### src/rtl/assert_macros.svh
// Assertion macros used by the RTL of the bounding box unit.
// Both macros expect a signal named clk in the using scope; SWB_ASSERT also expects rst_n.
`ifndef ASSERT_MACROS_SVH
`define ASSERT_MACROS_SVH

// Checked only while reset is released.
`define SWB_ASSERT(lbl, prop, msg) \
  lbl: assert property (@(posedge clk) disable iff (!rst_n) prop) else $error(msg);

// Checked on every edge, reset included.
`define SWB_ASSERT_ALWAYS(lbl, prop, msg) \
  lbl: assert property (@(posedge clk) prop) else $error(msg);

`endif

### src/rtl/swb_pkg.sv
`timescale 1ns / 1ps
// Shared types, constants and helper functions of the bounding box unit.
// No dependencies.
package swb_pkg;

  localparam int COMPONENT_BITS_DEF = 16;
  localparam int CORDIC_STEPS_DEF   = 14;
  localparam int FRAC_BITS          = 8;
  localparam int TRIG_FRAC          = 14;
  localparam int CORDIC_FRAC        = 24;
  localparam int CORDIC_GAIN        = 10188014;
  localparam int ATAN_LEN           = 20;
  // Width of sines, cosines and two-factor rotation products.
  localparam int TRIG_W             = 18;
  // Width of one absolute rotation matrix term.
  localparam int MAT_W              = 19;

  typedef enum logic [1:0] {
    KIND_BOX      = 2'd0,
    KIND_SPHERE   = 2'd1,
    KIND_CAPSULE  = 2'd2,
    KIND_ORIENTED = 2'd3
  } shape_kind_t;

  // Arctangent of 2^-i in units of 2^-32 turn.
  function automatic logic [31:0] atan_turn(input int i);
    logic [31:0] v;
    unique case (i)
      0:  v = 32'd536870912;
      1:  v = 32'd316933406;
      2:  v = 32'd167458907;
      3:  v = 32'd85004756;
      4:  v = 32'd42667331;
      5:  v = 32'd21354465;
      6:  v = 32'd10679838;
      7:  v = 32'd5340245;
      8:  v = 32'd2670163;
      9:  v = 32'd1335087;
      10: v = 32'd667544;
      11: v = 32'd333772;
      12: v = 32'd166886;
      13: v = 32'd83443;
      14: v = 32'd41722;
      15: v = 32'd20861;
      16: v = 32'd10430;
      17: v = 32'd5215;
      18: v = 32'd2608;
      19: v = 32'd1304;
      default: v = 32'd0;
    endcase
    return v;
  endfunction

  // Q1.14 product, truncated toward minus infinity.
  function automatic logic signed [TRIG_W-1:0] tmul(input logic signed [TRIG_W-1:0] a,
                                                    input logic signed [TRIG_W-1:0] b);
    logic signed [2*TRIG_W-1:0] p;
    p = a * b;
    return p[TRIG_FRAC +: TRIG_W];
  endfunction

endpackage

### src/rtl/swb_cordic.sv
`timescale 1ns / 1ps
// Pipelined rotation-mode CORDIC: one binary angle in, Q1.14 sine and cosine out.
// Depends on swb_pkg. The pipeline advances only while en is high.
module swb_cordic import swb_pkg::*; #(
  parameter int STEPS = CORDIC_STEPS_DEF
) (
  input  logic                     clk,
  input  logic                     en,
  input  logic [15:0]              ang,
  output logic signed [TRIG_W-1:0] sin_o,
  output logic signed [TRIG_W-1:0] cos_o
);

  localparam int XW = 27;
  localparam int ZW = 34;
  localparam int SH = CORDIC_FRAC - TRIG_FRAC;
  localparam logic signed [ZW-1:0] QTURN = ZW'(64'sd1073741824);
  localparam logic signed [ZW-1:0] HTURN = ZW'(64'sd2147483648);

  logic signed [XW-1:0] x_r [STEPS+1];
  logic signed [XW-1:0] y_r [STEPS+1];
  logic signed [ZW-1:0] z_r [STEPS+1];
  logic                 flip_r [STEPS+1];

  logic signed [ZW-1:0] z0;
  logic signed [ZW-1:0] z0_nxt;
  logic                 flip_nxt;

  // Fold the angle into the right half plane and remember the half turn.
  always_comb begin
    z0 = ZW'($signed({ang, 16'd0}));
    z0_nxt   = z0;
    flip_nxt = 1'b0;
    if (z0 > QTURN) begin
      z0_nxt   = z0 - HTURN;
      flip_nxt = 1'b1;
    end else if (z0 < -QTURN) begin
      z0_nxt   = z0 + HTURN;
      flip_nxt = 1'b1;
    end
  end

  always_ff @(posedge clk) begin
    if (en) begin
      x_r[0]    <= XW'(CORDIC_GAIN);
      y_r[0]    <= '0;
      z_r[0]    <= z0_nxt;
      flip_r[0] <= flip_nxt;
    end
  end

  // One micro-rotation per stage.
  for (genvar i = 0; i < STEPS; i++) begin : g_step
    localparam logic signed [ZW-1:0] ATAN = ZW'(atan_turn(i));
    always_ff @(posedge clk) begin
      if (en) begin
        if (z_r[i] >= 0) begin
          x_r[i+1] <= x_r[i] - (y_r[i] >>> i);
          y_r[i+1] <= y_r[i] + (x_r[i] >>> i);
          z_r[i+1] <= z_r[i] - ATAN;
        end else begin
          x_r[i+1] <= x_r[i] + (y_r[i] >>> i);
          y_r[i+1] <= y_r[i] - (x_r[i] >>> i);
          z_r[i+1] <= z_r[i] + ATAN;
        end
        flip_r[i+1] <= flip_r[i];
      end
    end
  end

  logic signed [TRIG_W-1:0] cos_nxt;
  logic signed [TRIG_W-1:0] sin_nxt;
  logic signed [TRIG_W-1:0] cos_r;
  logic signed [TRIG_W-1:0] sin_r;

  // Drop to Q1.14 and undo the half-turn fold.
  always_comb begin
    cos_nxt = TRIG_W'(x_r[STEPS] >>> SH);
    sin_nxt = TRIG_W'(y_r[STEPS] >>> SH);
    if (flip_r[STEPS]) begin
      cos_nxt = -cos_nxt;
      sin_nxt = -sin_nxt;
    end
  end

  always_ff @(posedge clk) begin
    if (en) begin
      cos_r <= cos_nxt;
      sin_r <= sin_nxt;
    end
  end

  assign cos_o = cos_r;
  assign sin_o = sin_r;

endmodule
### config.mk
export PLATFORM = sky130hd
export DESIGN_NAME = swb_cordic
export DESIGN_NICKNAME = d
export VERILOG_FILES = /design/src/rtl/assert_macros.svh /design/src/rtl/swb_pkg.sv /design/src/rtl/swb_cordic.sv
export SDC_FILE = /design/constraint.sdc
export NUM_CORES = 2
export LEC_CHECK = 0
export ABC_AREA = 1
export BUFFER_PORTS_ARGS = -buffer_cell sky130_fd_sc_hd__buf_2
export CORE_ASPECT_RATIO = 0.7
export CORE_MARGIN = 4
export CORE_UTILIZATION = 40
export DETAILED_ROUTE_END_ITERATION = 10
export MAX_ROUTING_LAYER = met4
export PLACE_DENSITY = 0.59
export SYNTH_ARGS = -nofsm -noshare
export SYNTH_HDL_FRONTEND = slang
export SYNTH_SLANG_ARGS = --single-unit
### constraint.sdc
create_clock -name clk -period 9.8 [get_ports clk]
set_clock_uncertainty 0.05 [all_clocks]
set_input_delay 0.98 -clock clk [delete_from_list [all_inputs] [get_ports clk]]
set_output_delay 0.98 -clock clk [all_outputs]
set_load 0.005 [all_outputs]
Word-level counts from Yosys, hierarchy flattened:

Memory sizes are Yosys's and may differ from the RTL's.
Index checks and enable logic that the tools add are counted.

* memories: 4
* word-level logic and storage cells: 285
* register bits after elaboration: 36
* input bits: 18
* RAM bits: 1335
* output and inout port bits: 36

Memory list
* z_r: depth 15, bits a word 34, read ports 14, clocked after memory_dff 0, wr ports 15, line swb_cordic.sv:22 `logic signed [ZW-1:0] z_r [STEPS+1];`
* x_r: depth 15, bits a word 27, read ports 15, clocked after memory_dff 0, wr ports 15, line swb_cordic.sv:20 `logic signed [XW-1:0] x_r [STEPS+1];`
* y_r: depth 15, bits a word 27, read ports 15, clocked after memory_dff 0, wr ports 15, line swb_cordic.sv:21 `logic signed [XW-1:0] y_r [STEPS+1];`
* flip_r: depth 15, bits a word 1, read ports 15, clocked after memory_dff 0, wr ports 15, line swb_cordic.sv:23 `logic flip_r [STEPS+1];`

* order comparisons: 16
* add/subtract/negate cells: 87
* mux-type cells: 134
* bitwise gates (word level): 42

Operators with widths (number)
* $mux W27: 28
* $mux W34: 16
* $ge A34 B1 Y1 const B: 14
* $mux W1: 88
* $add A27 B14 Y27: 2
* $add A27 B15 Y27: 2
* $add A27 B16 Y27: 2
* $add A27 B17 Y27: 2
* $add A27 B18 Y27: 2
* $add A27 B19 Y27: 2
* $add A27 B20 Y27: 2
* $add A27 B21 Y27: 2
* $add A27 B22 Y27: 2
* $add A27 B23 Y27: 2
* $add A27 B24 Y27: 2
* $add A27 B25 Y27: 2
* $add A27 B26 Y27: 2
* $sub A27 B14 Y27: 2
* $sub A27 B15 Y27: 2
* $sub A27 B16 Y27: 2
* $sub A27 B17 Y27: 2
* $sub A27 B18 Y27: 2
* $sub A27 B19 Y27: 2
* $sub A27 B20 Y27: 2
* 43 further kinds: 93

Longest topological paths before layout:

An unclocked memory read counts as a cell.

* depth in word-level cells: 6
* gate-level depth with buffers: 24
* mapped depth without buffers: 24

Worst setup path before layout:

OpenSTA, ideal clock, no wires.

* kind: input port to flip-flop
* start: input en
* end: memory x_r[4][0] (enable)
* path buffers: 4
* stages on the path: 4
* data arrival time: 4.073 ns
* path slack: 5.201 ns
* data required time: 9.274 ns
* library setup time: 0.476 ns
* cell sequence: buf_6 -> clkbuf_1 -> clkbuf_1 -> clkbuf_1

RTL lines
* start, declared: line swb_cordic.sv:8 `input logic en,`
* end, declared: line swb_cordic.sv:20

==> key figures <==
Run status
  – Status: finished, final reports clean

Synth
  – Prevailing post-synth register cell: edfxtp_1
  – Mean Syn Cell Area: 7.89 um^2
  – Number of synthesized flops with an enable pin: 1099
  – Sequential-to-total area share from yosys stat: 33.9%
  – Synthesized Nets: 13300
  – Synthesis-stage register bit count: 1099
  – Post-Syn Area: 97300 um^2
  – Yosys warns: 0
  – Async S/R FF share, synth: 0%
  – Netlist cell types: 60
  – Synth Instances: 12300

Min path
  – Hold Path Stages: 0
  – Hold path start: z_r[0][26]
  – WHS Endpoint: z_r[0][60]
  – Worst Hold Class: reg -> reg

Clock network
  – CTS Hold Bufs: 0
  – CTS tree: yes
  – Num CTS Buffers: 138
  – Clock Path Buffers: 4
  – Post-CTS Setup Inserts: 0
  – Clk Tree Root Cell: clkbuf_16
  – CTS resizes: 0
  – Clock network latency to the later pin of the worst-skew pair: 0.80 ns
  – Clock Pin Slew Worst Setup and Hold Paths: 0.06 ns
  – Clock sink count: 1099
  – H-tree depth: 4

GRT
  – Grt ovf: 0
  – Vias in the first global route: 76400
  – Initial antenna violation count: 3
  – Total track usage: 23.6%
  – First-pass GRT wire length: 457000 um
  – Largest net degree at the start of global routing: 164

Worst setup path
  – CP endpoint kind: flip-flop
  – R2R Setup Slk: 4.78 ns
  – Crit path DAT: 5.70 ns
  – FF-to-FF End: y_r[0][213]
  – Worst setup path category: in -> reg
  – CP Data Required Time: 10.30 ns
  – Reg2reg path depth: 19
  – Worst-path fanout max: 75
  – Worst Setup Start Kind: input port
  – Reg2reg start: z_r[0][237]

Placement
  – PortBufs: 53
  – Post-DP HPWL: 242000 um
  – RD Place Congestion: 1.03

Floorplan
  – Core area: 242000 um^2
  – Row cnt: 151
  – Die X: 597 um
  – DIE HEIGHT: 421 um
  – # IOs: 54
  – Full die area: 251000 um^2
  – Initial Util: 40.2%

STA
  – Period utilization: 53.0%
  – Fmax: 0.192 GHz
  – RSZ-0062 raised after global routing: false
  – Max-slew violation count: 0
  – Final setup TNS: 0 ns
  – Final setup fails: 0
  – Minimum clock period: 5.20 ns
  – Max-slew headroom: 25.8%
  – Worst Tran Pin Value: 1.10 ns
  – Final hold vios: 0

Layout
  – Multi-input logic area: 58100 um^2
  – Synth-to-Final Area Change: 8.91%
  – FF/Latch Area: 33000 um^2
  – Share of layout cells above drive strength 1: 2.99%
  – Fillcell total: 24400
  – Nets: 13500

Route
  – Via Count: 85100
  – Routed len/inst: 18.7 um
  – First-pass DRT Iterations: 6
  – 1st-iter DRT viols: 9354
  – Remaining antenna violation count: 0
  – Vias per cell: 5.40
  – Drc violations: 0
  – Post-Route WL: 295000 um

Job
  – Max-cap violations: 0
-- synth_stat cells, types with 4 or more instances --
library cell	count	share of area [%]
o31ai_1	51	0.39
a22oi_1	4	0.031
inv_1	1493	5.8
buf_6	7	0.081
a21oi_1	1188	6.1
xor2_1	887	8.0
nand3b_1	33	0.25
o2111ai_1	5	0.045
o21a_1	48	0.37
and2_1	14	0.090
xor2_2	4	0.067
or2_2	20	0.13
a221oi_1	17	0.15
ha_1	969	12
nor3_1	271	1.4
edfxtp_1	1099	34
fa_1	30	0.62
buf_2	11	0.057
buf_1	21	0.081
nand2_1	2411	9.3
o21ai_2	5	0.045
nor2_2	9	0.058
inv_2	10	0.039
nand2_2	11	0.071
clkinv_1	6	0.023
a211oi_1	19	0.15
a21o_1	128	0.99
nor2_1	1218	4.7
o21ai_0	745	3.8
a41oi_1	7	0.063
clkbuf_1	67	0.26
a21boi_0	37	0.29
nand3_1	547	2.8
o21ai_1	12	0.062
xnor2_1	403	3.6
a31oi_1	124	0.80
o41ai_1	4	0.036
o211ai_1	41	0.32
o221ai_1	10	0.090
o21bai_1	106	0.82
nand4_1	153	0.98
nor4_1	48	0.31
-- critical path, cell delays in order --
cell and delay [ns]:
buf_8 0.46, nand2_2 0.55, inv_1 0.65, buf_4 0.38, nor2_1 0.07, nor2_1 0.25, nand3_1 0.17, nor2_1 0.24
o21ai_0 0.15, xnor2_1 0.15, ha_1 0.37, a21oi_1 0.24, o21ai_0 0.15, nor2_1 0.15, nand3_1 0.16, nand2_1 0.10
nand2_1 0.08, nand2_1 0.07, nand2_1 0.05, xor2_1 0.15
-- flip-flops by register name (all words and copies together), names as in the netlist --
name	count
x_r	322
y_r	341
cos_o	18
sin_o	18
flip_r	15
z_r	385
-- kinds of logic after synthesis --
family	Yosys count	share of synthesized area [%]
xor+xnor	1296	11.7
simple gates	4749	20.2
fa+ha+maj	999	13.1
buf+inv	1617	6.32
flops	1099	33.9
compound gates	2563	14.7
-- worst max-delay path by stage --
stage | start | endpoint | slack [ns] | cells past startpoint
after global placement | en | x_r[13][26] | 3.89 | 17
after floorplan | en | x_r[4][0] | 5.20 | 4
after global routing | en | y_r[0][213] | 4.09 | 20
final | en | y_r[0][213] | 4.60 | 20
after CTS | en | y_r[0][213] | 4.70 | 20
after detailed placement | en | y_r[0][215] | 3.84 | 19
-- cells in the final DEF, fill, tap and decap left out, drive strengths merged, types with 21 or more instances in the layout --
master | Yosys | routed
xnor2 | 405 | 405
ha | 969 | 969
nand3 | 547 | 547
o21ai | 762 | 762
o21bai | 106 | 106
edfxtp | 1099 | 1099
nor4 | 49 | 49
clkinv | 6 | 45
inv | 1503 | 1513
nand3b | 33 | 33
o21a | 48 | 48
o211ai | 41 | 41
nor2 | 1228 | 1228
fa | 30 | 30
a21oi | 1191 | 1191
o31ai | 51 | 51
a31oi | 124 | 124
or2 | 21 | 21
nand2 | 2424 | 2424
xor2 | 891 | 891
nand4 | 153 | 153
a21o | 128 | 128
nor3 | 274 | 274
buf | 41 | 94
a21boi | 37 | 37
clkbuf | 67 | 156
-- stage by stage --
stage | instance area [um^2] | hold slack [ns] | utilization, % | cells | worst slack [ns]
global route | 106000 | 0.327 | 43.8 | 15800 | 4.09
finish | 106000 | 0.347 | 43.8 | 15800 | 4.60
floorplan | 97300 | 0.350 | - | 12300 | 5.20
detailed placement | 101000 | 0.355 | 41.9 | 15500 | 3.84
CTS | 106000 | 0.289 | 43.8 | 15800 | 4.70
global placement | 101000 | 0.351 | 41.9 | 15500 | 3.89
-- final cells by class --
cell class / instances / share of cell area (%)
Clock buffer: 156 / 3.38
Clock inverter: 77 / 0.865
Inverter: 1509 / 5.35
Tap cell: 3213 / 3.79
Sequential cell: 1099 / 31.2
Timing Repair Buffer: 94 / 0.574
Multi-Input combinational cell: 9607 / 54.9
Antenna cell: 2 / 0.00472
-- routing by layer --
| metal | share of wire (%) | wire, um | global-route usage (%) | vias to the layer above |
|---|---|---|---|---|
| met5 | 0 | 0 | - | - |
| met4 | 1.4 | 4220 | 3.58 | 0 |
| li1 | - | - | - | 42400 |
| met3 | 11 | 32200 | 5.58 | 250 |
| met2 | 33 | 96800 | 26.8 | 3307 |
| met1 | 55 | 162000 | 40.0 | 39200 |
Power is not shown: default switching activity piles up to over one toggle a cycle in this logic, so the estimate is an artifact.
